File: src/rtl/mfsp_pkg.sv
// ----------------------------------------------------------------------------
// MIDI file stream parser package
// Result kinds, error codes, parse phases and shared types.
// ----------------------------------------------------------------------------
package mfsp_pkg;

    localparam int VLQ_MAX_BYTES_DEF = 4;

    localparam logic [2:0] KIND_HEADER = 3'd0;
    localparam logic [2:0] KIND_TRACK  = 3'd1;
    localparam logic [2:0] KIND_CHAN   = 3'd2;
    localparam logic [2:0] KIND_META   = 3'd3;
    localparam logic [2:0] KIND_MBYTE  = 3'd4;
    localparam logic [2:0] KIND_ERROR  = 3'd5;
    localparam logic [2:0] KIND_DONE   = 3'd6;

    localparam logic [3:0] ERR_NONE     = 4'd0;
    localparam logic [3:0] ERR_HMAGIC   = 4'd1;
    localparam logic [3:0] ERR_HSIZE    = 4'd2;
    localparam logic [3:0] ERR_TMAGIC   = 4'd3;
    localparam logic [3:0] ERR_OVERRUN  = 4'd4;
    localparam logic [3:0] ERR_STATUS   = 4'd5;
    localparam logic [3:0] ERR_NORUN    = 4'd6;
    localparam logic [3:0] ERR_TRUNC    = 4'd7;
    localparam logic [3:0] ERR_LONGNUM  = 4'd8;

    localparam logic [3:0] PH_HMAGIC  = 4'd0;
    localparam logic [3:0] PH_HSIZE   = 4'd1;
    localparam logic [3:0] PH_HFMT    = 4'd2;
    localparam logic [3:0] PH_HTRK    = 4'd3;
    localparam logic [3:0] PH_HDIV    = 4'd4;
    localparam logic [3:0] PH_TMAGIC  = 4'd5;
    localparam logic [3:0] PH_TSIZE   = 4'd6;
    localparam logic [3:0] PH_DELTA   = 4'd7;
    localparam logic [3:0] PH_STATUS  = 4'd8;
    localparam logic [3:0] PH_DATA1   = 4'd9;
    localparam logic [3:0] PH_DATA2   = 4'd10;
    localparam logic [3:0] PH_MTYPE   = 4'd11;
    localparam logic [3:0] PH_MLEN    = 4'd12;
    localparam logic [3:0] PH_PAYLOAD = 4'd13;
    localparam logic [3:0] PH_DONE    = 4'd14;
    localparam logic [3:0] PH_ERROR   = 4'd15;

    localparam int RES_W = 3 + 4 + 16 + 28 + 32 + 8 + 8 + 8 + 8 + 28 + 8;

    typedef struct packed {
        logic [2:0]  result_kind;
        logic [3:0]  error_code;
        logic [15:0] word_value;
        logic [27:0] delta_time;
        logic [31:0] absolute_time;
        logic [7:0]  status_byte;
        logic [7:0]  first_data;
        logic [7:0]  second_data;
        logic [7:0]  meta_kind;
        logic [27:0] meta_length;
        logic [7:0]  payload_byte;
    } result_t;

    // Results of one input request: up to two
    typedef struct packed {
        logic    two;
        logic    any;
        result_t first;
        result_t second;
    } step_out_t;

    function automatic logic [7:0] head_tag(input logic [1:0] i);
        case (i)
            2'd0: head_tag = 8'h4D;
            2'd1: head_tag = 8'h54;
            2'd2: head_tag = 8'h68;
            default: head_tag = 8'h64;
        endcase
    endfunction

    function automatic logic [7:0] track_tag(input logic [1:0] i);
        case (i)
            2'd0: track_tag = 8'h4D;
            2'd1: track_tag = 8'h54;
            2'd2: track_tag = 8'h72;
            default: track_tag = 8'h6B;
        endcase
    endfunction

endpackage

File: src/rtl/mfsp_parse.sv
// ----------------------------------------------------------------------------
// MIDI file parse step
// Parse state and the one-byte update; emits up to two results per request.
// ----------------------------------------------------------------------------
module mfsp_parse
    import mfsp_pkg::*;
#(
    parameter int VLQ_MAX_BYTES = VLQ_MAX_BYTES_DEF
)
(
    input  logic      clk,
    input  logic      rst_n,
    input  logic      step,
    input  logic [7:0] in_byte,
    input  logic      in_end,
    output step_out_t res
);

    logic [3:0]  phase_reg, phase_next;
    logic [2:0]  cnt_reg, cnt_next;
    logic [31:0] acc_reg, acc_next;
    logic [15:0] trk_exp_reg, trk_exp_next;
    logic [15:0] trk_done_reg, trk_done_next;
    logic [31:0] chunk_reg, chunk_next;
    logic [7:0]  run_reg, run_next;
    logic [31:0] time_reg, time_next;
    logic [27:0] delta_reg, delta_next;
    logic [31:0] ev_reg, ev_next;
    logic [27:0] pay_reg, pay_next;

    logic [2:0]  cnt_inc;
    logic [27:0] vlq_acc;
    logic [31:0] acc_sh8;
    logic [15:0] word16;
    logic [15:0] trk_inc;
    logic [27:0] pidx;

    always_ff @(posedge clk or negedge rst_n)
    begin
        if (!rst_n)
        begin
            phase_reg    <= PH_HMAGIC;
            cnt_reg      <= '0;
            acc_reg      <= '0;
            trk_exp_reg  <= '0;
            trk_done_reg <= '0;
            chunk_reg    <= '0;
            run_reg      <= '0;
            time_reg     <= '0;
            delta_reg    <= '0;
            ev_reg       <= '0;
            pay_reg      <= '0;
        end
        else if (step)
        begin
            phase_reg    <= phase_next;
            cnt_reg      <= cnt_next;
            acc_reg      <= acc_next;
            trk_exp_reg  <= trk_exp_next;
            trk_done_reg <= trk_done_next;
            chunk_reg    <= chunk_next;
            run_reg      <= run_next;
            time_reg     <= time_next;
            delta_reg    <= delta_next;
            ev_reg       <= ev_next;
            pay_reg      <= pay_next;
        end
    end

    assign cnt_inc = cnt_reg + 3'd1;
    assign vlq_acc = {acc_reg[20:0], in_byte[6:0]};
    assign acc_sh8 = {acc_reg[23:0], in_byte};
    assign word16  = {acc_reg[7:0], in_byte};
    assign trk_inc = trk_done_reg + 16'd1;
    assign pidx    = acc_reg[27:0] - pay_reg;

    always_comb
    begin
        result_t r0;
        result_t r1;
        logic    n0;
        logic    n1;
        logic    end_ev;
        logic [31:0] ev_w;
        r0 = '0;
        r1 = '0;
        n0 = 1'b0;
        n1 = 1'b0;
        end_ev = 1'b0;
        ev_w = ev_reg;

        phase_next    = phase_reg;
        cnt_next      = cnt_reg;
        acc_next      = acc_reg;
        trk_exp_next  = trk_exp_reg;
        trk_done_next = trk_done_reg;
        chunk_next    = chunk_reg;
        run_next      = run_reg;
        time_next     = time_reg;
        delta_next    = delta_reg;
        ev_next       = ev_reg;
        pay_next      = pay_reg;

        if (phase_reg == PH_DONE || phase_reg == PH_ERROR)
        begin
            // silent
        end
        else if (in_end)
        begin
            n0 = 1'b1;
            r0.result_kind = KIND_ERROR;
            r0.error_code = ERR_TRUNC;
            phase_next = PH_ERROR;
        end
        else if (phase_reg >= PH_DELTA && phase_reg <= PH_PAYLOAD && chunk_reg == 32'd0)
        begin
            n0 = 1'b1;
            r0.result_kind = KIND_ERROR;
            r0.error_code = ERR_OVERRUN;
            phase_next = PH_ERROR;
        end
        else
        begin
            if (phase_reg >= PH_DELTA && phase_reg <= PH_PAYLOAD)
                chunk_next = chunk_reg - 32'd1;
            case (phase_reg)
                PH_HMAGIC, PH_TMAGIC:
                begin
                    if (in_byte != ((phase_reg == PH_HMAGIC) ? head_tag(cnt_reg[1:0])
                                                              : track_tag(cnt_reg[1:0])))
                    begin
                        n0 = 1'b1;
                        r0.result_kind = KIND_ERROR;
                        r0.error_code = (phase_reg == PH_HMAGIC) ? ERR_HMAGIC : ERR_TMAGIC;
                        phase_next = PH_ERROR;
                    end
                    else if (cnt_inc >= 3'd4)
                    begin
                        phase_next = (phase_reg == PH_HMAGIC) ? PH_HSIZE : PH_TSIZE;
                        cnt_next = '0;
                        acc_next = '0;
                    end
                    else
                        cnt_next = cnt_inc;
                end
                PH_HSIZE, PH_TSIZE:
                begin
                    acc_next = acc_sh8;
                    cnt_next = cnt_inc;
                    if (cnt_inc >= 3'd4)
                    begin
                        if (phase_reg == PH_HSIZE)
                        begin
                            if (acc_sh8 != 32'd6)
                            begin
                                n0 = 1'b1;
                                r0.result_kind = KIND_ERROR;
                                r0.error_code = ERR_HSIZE;
                                phase_next = PH_ERROR;
                            end
                            else
                            begin
                                phase_next = PH_HFMT;
                                cnt_next = '0;
                                acc_next = '0;
                            end
                        end
                        else
                        begin
                            chunk_next = acc_sh8;
                            run_next = '0;
                            time_next = '0;
                            n0 = 1'b1;
                            r0.result_kind = KIND_TRACK;
                            r0.word_value = trk_done_reg;
                            if (acc_sh8 != 32'd0)
                            begin
                                phase_next = PH_DELTA;
                                cnt_next = '0;
                                acc_next = '0;
                            end
                            else
                            begin
                                trk_done_next = trk_inc;
                                if (trk_inc == trk_exp_reg)
                                begin
                                    n1 = 1'b1;
                                    r1.result_kind = KIND_DONE;
                                    phase_next = PH_DONE;
                                end
                                else
                                begin
                                    phase_next = PH_TMAGIC;
                                    cnt_next = '0;
                                    acc_next = '0;
                                end
                            end
                        end
                    end
                end
                PH_HFMT, PH_HTRK, PH_HDIV:
                begin
                    acc_next = {16'd0, word16};
                    cnt_next = cnt_inc;
                    if (cnt_inc >= 3'd2)
                    begin
                        n0 = 1'b1;
                        r0.result_kind = KIND_HEADER;
                        r0.word_value = word16;
                        cnt_next = '0;
                        acc_next = '0;
                        if (phase_reg == PH_HFMT)
                            phase_next = PH_HTRK;
                        else if (phase_reg == PH_HTRK)
                        begin
                            trk_exp_next = word16;
                            phase_next = PH_HDIV;
                        end
                        else if (trk_exp_reg == 16'd0)
                        begin
                            n1 = 1'b1;
                            r1.result_kind = KIND_DONE;
                            phase_next = PH_DONE;
                            cnt_next = cnt_inc;
                            acc_next = {16'd0, word16};
                        end
                        else
                            phase_next = PH_TMAGIC;
                    end
                end
                PH_DELTA, PH_MLEN:
                begin
                    acc_next = {4'd0, vlq_acc};
                    cnt_next = cnt_inc;
                    if (in_byte[7])
                    begin
                        if (32'(cnt_inc) >= 32'(VLQ_MAX_BYTES))
                        begin
                            n0 = 1'b1;
                            r0.result_kind = KIND_ERROR;
                            r0.error_code = ERR_LONGNUM;
                            phase_next = PH_ERROR;
                        end
                    end
                    else if (phase_reg == PH_DELTA)
                    begin
                        delta_next = vlq_acc;
                        time_next = time_reg + {4'd0, vlq_acc};
                        phase_next = PH_STATUS;
                    end
                    else
                    begin
                        pay_next = vlq_acc;
                        n0 = 1'b1;
                        r0.result_kind = KIND_META;
                        r0.meta_length = vlq_acc;
                        if (vlq_acc == 28'd0)
                            end_ev = 1'b1;
                        else
                            phase_next = PH_PAYLOAD;
                    end
                end
                PH_STATUS:
                begin
                    ev_w = '0;
                    if (!in_byte[7])
                    begin
                        if (!run_reg[7] || run_reg >= 8'hF0)
                        begin
                            n0 = 1'b1;
                            r0.result_kind = KIND_ERROR;
                            r0.error_code = ERR_NORUN;
                            phase_next = PH_ERROR;
                        end
                        else
                        begin
                            ev_w = {16'd0, in_byte, run_reg};
                            if (run_reg >= 8'hC0 && run_reg <= 8'hDF)
                            begin
                                n0 = 1'b1;
                                r0.result_kind = KIND_CHAN;
                                end_ev = 1'b1;
                            end
                            else
                                phase_next = PH_DATA2;
                        end
                    end
                    else if (in_byte < 8'hF0)
                    begin
                        run_next = in_byte;
                        ev_w = {24'd0, in_byte};
                        phase_next = PH_DATA1;
                    end
                    else if (in_byte == 8'hFF)
                    begin
                        run_next = '0;
                        ev_w = {24'd0, in_byte};
                        phase_next = PH_MTYPE;
                    end
                    else if (in_byte == 8'hF0 || in_byte == 8'hF7)
                    begin
                        run_next = '0;
                        ev_w = {in_byte, 16'd0, in_byte};
                        phase_next = PH_MLEN;
                        cnt_next = '0;
                        acc_next = '0;
                    end
                    else
                    begin
                        n0 = 1'b1;
                        r0.result_kind = KIND_ERROR;
                        r0.error_code = ERR_STATUS;
                        phase_next = PH_ERROR;
                    end
                    ev_next = ev_w;
                end
                PH_DATA1:
                begin
                    ev_w = ev_reg | {16'd0, in_byte, 8'd0};
                    ev_next = ev_w;
                    if (ev_reg[7:0] >= 8'hC0 && ev_reg[7:0] <= 8'hDF)
                    begin
                        n0 = 1'b1;
                        r0.result_kind = KIND_CHAN;
                        end_ev = 1'b1;
                    end
                    else
                        phase_next = PH_DATA2;
                end
                PH_DATA2:
                begin
                    ev_w = ev_reg | {8'd0, in_byte, 16'd0};
                    ev_next = ev_w;
                    n0 = 1'b1;
                    r0.result_kind = KIND_CHAN;
                    end_ev = 1'b1;
                end
                PH_MTYPE:
                begin
                    ev_w = ev_reg | {in_byte, 24'd0};
                    ev_next = ev_w;
                    phase_next = PH_MLEN;
                    cnt_next = '0;
                    acc_next = '0;
                end
                default:
                begin
                    // payload byte
                    if (pidx == 28'd0)
                        ev_w = ev_reg | {16'd0, in_byte, 8'd0};
                    else if (pidx == 28'd1)
                        ev_w = ev_reg | {8'd0, in_byte, 16'd0};
                    ev_next = ev_w;
                    n0 = 1'b1;
                    r0.result_kind = KIND_MBYTE;
                    r0.meta_length = acc_reg[27:0];
                    r0.payload_byte = in_byte;
                    pay_next = pay_reg - 28'd1;
                    if (pay_reg == 28'd1)
                        end_ev = 1'b1;
                end
            endcase

            // event fields on channel / meta results
            if (n0 && (r0.result_kind == KIND_CHAN || r0.result_kind == KIND_META
                       || r0.result_kind == KIND_MBYTE))
            begin
                r0.delta_time    = delta_next;
                r0.absolute_time = time_next;
                r0.status_byte   = ev_w[7:0];
                r0.first_data    = ev_w[15:8];
                r0.second_data   = ev_w[23:16];
                if (r0.result_kind != KIND_CHAN)
                    r0.meta_kind = ev_w[31:24];
            end

            if (end_ev)
            begin
                if (chunk_next != 32'd0)
                begin
                    phase_next = PH_DELTA;
                    cnt_next = '0;
                    acc_next = '0;
                end
                else
                begin
                    trk_done_next = trk_inc;
                    if (trk_inc == trk_exp_reg)
                    begin
                        n1 = 1'b1;
                        r1.result_kind = KIND_DONE;
                        phase_next = PH_DONE;
                    end
                    else
                    begin
                        phase_next = PH_TMAGIC;
                        cnt_next = '0;
                        acc_next = '0;
                    end
                end
            end
        end

        // a single done result rides in the first slot
        res.any = n0 | n1;
        res.two = n0 & n1;
        res.first = n0 ? r0 : r1;
        res.second = r1;
    end

endmodule

File: src/rtl/mfsp_out.sv
// ----------------------------------------------------------------------------
// MIDI file result output stage
// Two-entry result register; drains one result per cycle to the stream port while it is ready.
// ----------------------------------------------------------------------------
module mfsp_out
    import mfsp_pkg::*;
(
    input  logic      clk,
    input  logic      rst_n,
    input  logic      load,
    input  step_out_t res,
    output logic      can_load,
    input  logic      out_ready,
    output logic      out_valid,
    output result_t   out_res,
    output logic      out_last
);

    logic [1:0] cnt_reg, cnt_next;
    result_t    e0_reg, e1_reg;
    logic       l0_reg, l1_reg;
    logic       pop;

    assign out_valid = (cnt_reg != 2'd0);
    assign pop       = out_valid & out_ready;
    // accept when we end up empty enough for a pair
    assign can_load  = (cnt_reg == 2'd0) || (cnt_reg == 2'd1 && out_ready);
    assign out_res   = e0_reg;
    assign out_last  = l0_reg;

    always_comb
    begin
        cnt_next = cnt_reg - {1'b0, pop};
        if (load && res.any)
            cnt_next = res.two ? 2'd2 : 2'd1;
    end

    always_ff @(posedge clk or negedge rst_n)
    begin
        if (!rst_n)
            cnt_reg <= '0;
        else
            cnt_reg <= cnt_next;
    end

    always_ff @(posedge clk)
    begin
        if (load && res.any)
        begin
            e0_reg <= res.first;
            l0_reg <= !res.two;
            e1_reg <= res.second;
            l1_reg <= 1'b1;
        end
        else if (pop)
        begin
            e0_reg <= e1_reg;
            l0_reg <= l1_reg;
        end
    end

endmodule

File: src/rtl/midi_file_stream_parser_core.sv
// ----------------------------------------------------------------------------
// MIDI file stream parser core
// Parses a Standard MIDI File one byte per request into header, track,
// event, meta and error results.
// ----------------------------------------------------------------------------
// A result is registered and on the output in the cycle after its input request.
// Throughput: one byte per cycle while results are taken; a byte yielding two
// results (file done after a final event, a track start or the last header
// word) holds input while the pair drains, and input also waits while a
// single result is stalled at the output.
// Reset: rst_n clears parse state and empties the output register.
module midi_file_stream_parser_core
    import mfsp_pkg::*;
#(
    parameter int VLQ_MAX_BYTES = VLQ_MAX_BYTES_DEF
)
(
    input  logic         clk,
    input  logic         rst_n,
    input  logic         s_tvalid,
    output logic         s_tready,
    input  logic [7:0]   s_tdata,   // stream_byte
    input  logic         s_tuser,   // end_of_stream
    output logic         m_tvalid,
    input  logic         m_tready,
    output logic [151:0] m_tdata,   // error_code, word_value, delta_time,
                                    // absolute_time, status_byte, first_data,
                                    // second_data, meta_kind, meta_length,
                                    // payload_byte, zero fill
    output logic [2:0]   m_tuser,   // result_kind
    output logic         m_tlast    // last_in_run
);

    step_out_t res;
    result_t   o;
    logic      take;

    // request accepted; parse state advances in the same edge
    assign take = s_tvalid & s_tready;

    mfsp_parse #(.VLQ_MAX_BYTES(VLQ_MAX_BYTES)) u_parse
    (
        .clk     (clk),
        .rst_n   (rst_n),
        .step    (take),
        .in_byte (s_tdata),
        .in_end  (s_tuser),
        .res     (res)
    );

    mfsp_out u_out
    (
        .clk       (clk),
        .rst_n     (rst_n),
        .load      (take),
        .res       (res),
        .can_load  (s_tready),
        .out_ready (m_tready),
        .out_valid (m_tvalid),
        .out_res   (o),
        .out_last  (m_tlast)
    );

    assign m_tuser = o.result_kind;
    assign m_tdata = {4'd0, o.payload_byte, o.meta_length, o.meta_kind,
                      o.second_data, o.first_data, o.status_byte,
                      o.absolute_time, o.delta_time, o.word_value, o.error_code};

endmodule

File: config.mk
export PLATFORM = sky130hd
export DESIGN_NAME = midi_file_stream_parser_core
export DESIGN_NICKNAME = d
export VERILOG_FILES = /design/src/rtl/mfsp_pkg.sv /design/src/rtl/mfsp_parse.sv /design/src/rtl/mfsp_out.sv /design/src/rtl/midi_file_stream_parser_core.sv
export SDC_FILE = /design/constraint.sdc
export NUM_CORES = 1
export LEC_CHECK = 0
export BUFFER_PORTS_ARGS = -buffer_cell sky130_fd_sc_hd__buf_2
export CAP_MARGIN = 0
export CELL_PAD_IN_SITES_DETAIL_PLACEMENT = 0
export CELL_PAD_IN_SITES_GLOBAL_PLACEMENT = 1
export CORE_ASPECT_RATIO = 0.6
export CORE_UTILIZATION = 49
export CTS_CLUSTER_DIAMETER = 120
export DETAILED_ROUTE_END_ITERATION = 16
export PLACE_DENSITY_LB_ADDON = 0.1
export SYNTH_ARGS = -nofsm -noshare
export SYNTH_HDL_FRONTEND = slang
export SYNTH_SLANG_ARGS = --single-unit
export TNS_END_PERCENT = 5
File: constraint.sdc
create_clock -name clk -period 10.44 [get_ports clk]
set_input_delay 1.566 -clock clk [delete_from_list [all_inputs] [get_ports clk]]
set_output_delay 1.566 -clock clk [all_outputs]
set_load 0.005 [all_outputs]
# After elaboration in Yosys (flattened, before gate mapping)
# Cells that the tools add are included.
[totals]
out_inout_bits = 158
elab_cells = 361
inputBits = 13
regBits = 388
[op_classes]
reduce_logical = 42
addsub = 7
magnitude_cmp = 11
muxes = 222
bitwise_logic = 12
n_eq_ne = 42
[ops]
columns = ["operator", "count"]
rows = [
  ["32-bit 2-to-1 mux", 34],
  ["151-bit 2-to-1 mux", 4],
  ["144-bit 2-to-1 mux", 2],
  ["28-bit 2-to-1 mux", 7],
  ["32-bit case mux with 6 select lines", 1],
  ["32-bit case mux with 5 select lines", 1],
  ["16-bit 2-to-1 mux", 9],
  ["8-bit 2-to-1 mux", 17],
  ["3-bit 2-to-1 mux", 41],
  ["28-bit case mux with 2 select lines", 2],
  ["4-bit 2-to-1 mux", 26],
  ["92-bit 2-to-1 mux", 1],
  ["32-bit case mux with 2 select lines", 1],
  ["32-bit nonzero test", 2],
  ["7-bit 2-to-1 mux", 9],
  ["28-bit by 1-bit == test with 1-bit output, second input constant", 2],
  ["28-bit zero test", 2],
  ["1-bit 2-to-1 mux", 46],
  ["6-bit case mux with 3 select lines", 2],
  ["32-bit by 28-bit adder with 32-bit output", 1],
  ["32-bit zero test", 1],
  ["32-bit by 3-bit inequality test with 1-bit output, second input constant", 1],
  ["32-bit by 16-bit OR with 32-bit output", 1],
  ["32-bit by 24-bit OR with 32-bit output", 1],
  ["70 further kinds", 122],
]

# Logic depth before layout (Yosys ltp)
[logic_depth]
word_depth = 23
ltp_mapped = 16
depth_no_buf = 14

# By module
# A second synthesis with hierarchy kept.
[unflattened]
cells_unflattened = 3167
area_unflattened_um2 = 31843.0
[modules_own_cells]
columns = ["mod", "area_each_um2", "seq_area_each_um2", "instances", "cells_per_inst"]
rows = [
  ["mfsp_parse", 20131.8, 5680.4, 1, 2676],
  ["mfsp_out", 11671.2, 9148.8, 1, 485],
  ["midi_file_stream_parser_core", 40.0, 0.0, 1, 6],
]

# Worst setup path after synthesis
# OpenSTA, ideal clock, no wires.
[synth_path]
kind = "in2reg"
start = "input port s_tdata[4]"
end = "register u_out.l0_reg, in the netlist u_out.out_last, enable pin"
t_required_ps = 9161
stages = 10
setup_ps = 1279
t_arrival_ps = 6165
n_path_buf = 1
path_slack_ps = 2995
path_cell_list = "or3b_2 a21oi_1 a31oi_1 nor4_1 nor2_1 nor2_1 and3_1 a21o_1 clkbuf_1 nand2b_1"
[synth_between]
elab_chain_cells = 16
word_cells_on_any_way = 51
cone_classes = "1 x order compare; 5 x eq/ne; 38 x mux; 1 x bitwise; 6 x reduce/logical"
[synth_rtl]
columns = ["element", "line_no", "rtl"]
rows = [
  ["start: declaration", "midi_file_stream_parser_core.sv:22", "input logic [7:0] s_tdata,"],
  ["8-bit == test", "mfsp_parse.sv:300", "else if (in_byte == 8'hF0 || in_byte == 8'hF7)"],
  ["1-bit logical OR", "mfsp_parse.sv:300", ""],
  ["1-bit 2-to-1 mux", "mfsp_parse.sv:300", ""],
  ["1-bit 2-to-1 mux", "mfsp_parse.sv:294", "else if (in_byte == 8'hFF)"],
  ["1-bit 2-to-1 mux", "mfsp_parse.sv:288", "else if (in_byte < 8'hF0)"],
  ["1-bit 2-to-1 mux", "mfsp_parse.sv:266", "if (!in_byte[7])"],
  ["1-bit case mux with 7 select lines", "mfsp_parse.sv:126", "case (phase_reg)"],
  ["1-bit 2-to-1 mux", "mfsp_parse.sv:115", "else if (phase_reg >= PH_DELTA && phase_reg <= PH_PAYLOAD && chunk_reg == 32'd0)"],
  ["1-bit 2-to-1 mux", "mfsp_parse.sv:108", "else if (in_end)"],
  ["1-bit 2-to-1 mux", "mfsp_parse.sv:104", "if (phase_reg == PH_DONE || phase_reg == PH_ERROR)"],
  ["1-bit 2-to-1 mux", "mfsp_parse.sv:115", ""],
  ["1-bit 2-to-1 mux", "mfsp_parse.sv:108", ""],
  ["1-bit 2-to-1 mux", "mfsp_parse.sv:104", ""],
  ["1-bit OR *", "mfsp_parse.sv:405", "res.any = n0 | n1;"],
  ["1-bit logical AND *", "mfsp_out.sv:48", "if (load && res.any)"],
  ["2-bit nonzero test (no source line) *", "--", ""],
  ["end signal: assignment", "mfsp_out.sv:51", "l0_reg <= !res.two;"],
  ["end signal: assignment", "mfsp_out.sv:58", "l0_reg <= l1_reg;"],
  ["end: declaration", "mfsp_out.sv:21", "logic l0_reg, l1_reg;"],
]
# Every way passes the cells marked *; elsewhere a longest branch is shown, timed or not. The select of a mux whose other input is x is not followed.
# A chain may end at the register's enable or synchronous reset.

# Final worst setup path
[layout_path]
start = "register u_parse.acc_reg[8]"
end = "register u_out.e0_reg (netlist bit u_out.out_res[59]), data pin"
[layout_between]
elab_chain_cells = 18
word_cells_on_any_way = 64
cone_classes = "1 x add/sub; 5 x eq/ne; 49 x mux; 1 x bitwise; 8 x reduce/logical"
[layout_rtl]
columns = ["element", "line_no", "rtl"]
rows = [
  ["start: declaration", "mfsp_parse.sv:21", "logic [31:0] acc_reg, acc_next;"],
  ["start signal: assignment", "mfsp_parse.sv:58", "acc_reg <= acc_next;"],
  ["parallel branches: the longest is 17 deep, another holds 28-bit subtractor", "--", ""],
  ["151-bit 2-to-1 mux *", "mfsp_out.sv:48", ""],
  ["end signal: assignment", "mfsp_out.sv:50", "e0_reg <= res.first;"],
  ["end signal: assignment", "mfsp_out.sv:57", "e0_reg <= e1_reg;"],
  ["end: declaration", "mfsp_out.sv:20", "result_t e0_reg, e1_reg;"],
]
# Every way passes the cells marked *. The select of a mux whose other input is x is not followed.

==> out/qor.tcl <==
set qor(status) {completed}
set qor(gp_congestion) 0.950
set qor(p_total_mw) 7.44
set qor(synthDominantAreaCellType) {sky130_fd_sc_hd__dfrtp_1}
set qor(power.static_leakage_nw) 10.8
set qor(drive_above_1_share_pct) 13.5
set qor(synth_most_common_cell) {sky130_fd_sc_hd__nand2_1}
set qor(synth_top_area_share_pct) 24.7
set qor(final.min_clock_period_ps) 5880
set qor(final_antenna_net_count) 0
set qor(max-vdd-ir-drop_uv) 214
set qor(synth_commonest_cells) {sky130_fd_sc_hd__nand2_1 (370), sky130_fd_sc_hd__dfrtp_1 (229), sky130_fd_sc_hd__nor2_1 (224)}
set qor(final_number_of_max_transition_violations) 0
set qor(setup_viol) 0
set qor(first_global_vias) 19500
set qor(synthesis.instances) 2603
set qor(initial_utilization_pct) 49.9
set qor(clk-insertion-delay-late_ps) 580
set qor(cp_max_fo) 16
set qor(highest_clock_rate_ghz) 0.170
set qor(tritoncts_clock_tree) {yes}
set qor(cp-end-kind) {flop}
set qor(share_seq_of_total_power_pct) 32.4
set qor(layout-area-overhead-vs-synth_pct) 11.7
set qor(floorplan.die_area_sq_um) 48200
set qor(tightestPinTransition_ps) 1390
set qor(fin_worst_skew_ps) 34.7
set qor(min-delay-path-class) {reg -> reg}
set qor(post-route-drc-count) 0
set qor(dp_hpwl_um) 57000
set qor(crit_type) {reg -> reg}
set qor(synth_top_flop_cell) {sky130_fd_sc_hd__dfrtp_1}
set qor(timing.hold.worst_path_depth) 2
set qor(cts-root-buf) {sky130_fd_sc_hd__clkbuf_16}
set qor(num_vias) 21600
set qor(cts_setup_buffers) 0
set qor(clkSinkCount) 382
set qor(cp_data_required_time_ps) 10830
set qor(cell_area_synth_sq_um) 23200
set qor(finalCoreUtilization_pct) 55.7
set qor(grt.total_usage_pct) 33.8
set qor(antenna_found_initial) 2
set qor(grt_overflow_total) 0
set qor(maxCapViolCount) 0
set qor(core-area_sq_um) 46500
set qor(number_of_cts_inserted_buffers) 39
set qor(synth-edff-count) 153
set qor(drt_wl_total_um) 82700
set qor(yosys_warnings) 0
set qor(synthesis.area_per_instance_sq_um) 8.91
set qor(yosysUniqueCellTypes) 89
set qor(floorplan.die.height_um) 170
set qor(cts_htree_levels) 2
set qor(final.setup.worst_slack_ps) 4560
set qor(detailedRoute.firstIterationViolations) 2675
set qor(timing.final.crit_share_pct) 56.3
set qor(final_nets) 2762
set qor(portBuffers) 166
set qor(clockBufferDepth) 3
set qor(dr.pass1.iters) 8
set qor(largest_reg_flops) 151
set qor(postSynth.asyncResetShare_pct) 59.9
set qor(cp.arrival_ps) 6280
set qor(boundaryPins) 171
set qor(wire_per_inst_um) 24.7
set qor(floorplan.die.width_um) 283
set qor(fin_tns_setup_ps) 0
set qor(power_per_cell_area_nw_per_um2) 287
set qor(cell_internal_pwr_mw) 4.08
set qor(r2r_cells) 12
set qor(max_transition_margin_pct) 7.55
set qor(grt_pass1_wl_um) 123000
set qor(cts_hold_buffers) 0
set qor(comb_power_share_pct) 47.8
set qor(critPathLaunchType) {flop}
set qor(clockPowerShare_pct) 19.8
set qor(grt_setup_unrepaired) {false}
set qor(post-place-ws_ps) 4620
set qor(report.final.hold_viol_count) 0
set qor(power.switching_mw) 3.36
set qor(synth-seq-area-share_pct) 44.5
set qor(grt_start_max_net_pins) 99
set qor(synth-seq-cells) 382
set qor(number_of_rows_created_at_floorplan) 61
set qor(detail_route.vias_per_cell) 6.45
set qor(synth.top_cells.by_area) {sky130_fd_sc_hd__dfrtp_1 (25%), sky130_fd_sc_hd__edfxtp_1 (20%), sky130_fd_sc_hd__nand2_1 (6.0%)}
set qor(clk_transition_reported_paths_ps) 70
set qor(power.share.switching_pct) 45.1
set qor(post_cts_resize_count) 0
set qor(worst-r2r-setup-slack_ps) 4560
[kinds of logic after synthesis]
| logic type | count (synthesis) | synth area share (%) |
|---|---|---|
| DFF | 382 | 44.5 |
| muxes | 45 | 2.16 |
| buffers and inverters | 257 | 4.34 |
| xor gates and xnor gates | 101 | 3.85 |
| other | 1 | 0.0162 |
| adders and majority gates | 67 | 3.68 |
| and+or+nand+nor | 970 | 19.5 |
| AOI/OAI and AO/OA | 780 | 21.9 |
[worst paths after layout]
path | end | startpoint
max | u_out.out_res[59] | u_parse.acc_reg[8]
min | u_parse.ev_reg[1] | u_parse.ev_reg[1]
max reg2reg | u_out.out_res[59] | u_parse.acc_reg[8]
min reg2reg | u_parse.ev_reg[1] | u_parse.ev_reg[1]
max in group asynchronous | u_parse.acc_reg[9] | rst_n
min in group asynchronous | u_parse.trk_done_reg[9] | rst_n
[final cells by class]
class,count,area (sq um)
Antenna cell,1,2.50
Clock buffer,53,1090
Clock inverter,19,215
Fill cell,4263,20600
Inverter,69,259
Multi-Input combinational cell,1967,11900
Sequential cell,382,10300
Tap cell,630,788
Timing Repair Buffer,223,1270
[layer usage]
metal  global-route usage, %  part of all wire, %  vias to the layer above
met4                    7.22                  1.9                        2
met2                    45.8                   40                     1210
met1                    53.5                   47                    10500
met3                    7.95                   12                      125
li1                        -                    -                     9708
met5                       0                0.016                        -
[stage by stage]
step | area (sq um) | hold WS (ps) | std cells
final | 25900 | 477 | 3344
after detailed placement | 24600 | 463 | 3271
after global placement | 24600 | 457 | 3271
after floorplan | 23200 | 446 | 2606
after global routing | 25900 | 510 | 3344
after CTS | 25900 | 478 | 3343
[critical path, cell delays in order, from the launching register on]
cell                       delay [ps]
sky130_fd_sc_hd__dfrtp_1          680
sky130_fd_sc_hd__ha_1             660
sky130_fd_sc_hd__nand2_1          120
sky130_fd_sc_hd__nand2_1           90
sky130_fd_sc_hd__nor4_1            40
sky130_fd_sc_hd__a21oi_1          540
sky130_fd_sc_hd__a41oi_1          300
sky130_fd_sc_hd__o41a_1           530
sky130_fd_sc_hd__and3_1           180
sky130_fd_sc_hd__or4_1            510
sky130_fd_sc_hd__nor4_1           890
sky130_fd_sc_hd__nand3b_1         750
sky130_fd_sc_hd__o21ai_0          400
[power by group through the flow]
stage / clock, mW / combinational, mW / sequential [mW]
final: 1.47 / 3.55 / 2.41
after global placement: 0 / 3.42 / 2.41
after CTS: 1.49 / 3.45 / 2.40
after detailed placement: 0 / 3.43 / 2.42
after global routing: 1.54 / 3.86 / 2.45
after floorplan: 0 / 2.27 / 2.36
[placed cells by master, fill, tap and decap left out, drive strengths merged, types with 47 or more instances in the layout]
| cell | n |
|---|---|
| a21oi | 206 |
| a22oi | 52 |
| buf | 223 |
| clkbuf | 53 |
| dfrtp | 229 |
| edfxtp | 153 |
| ha | 65 |
| inv | 72 |
| nand2 | 370 |
| nand3 | 67 |
| nor2 | 226 |
| nor3 | 75 |
| nor4 | 47 |
| o21ai | 188 |
| xnor2 | 60 |
Power figures use the tool's default switching activity.
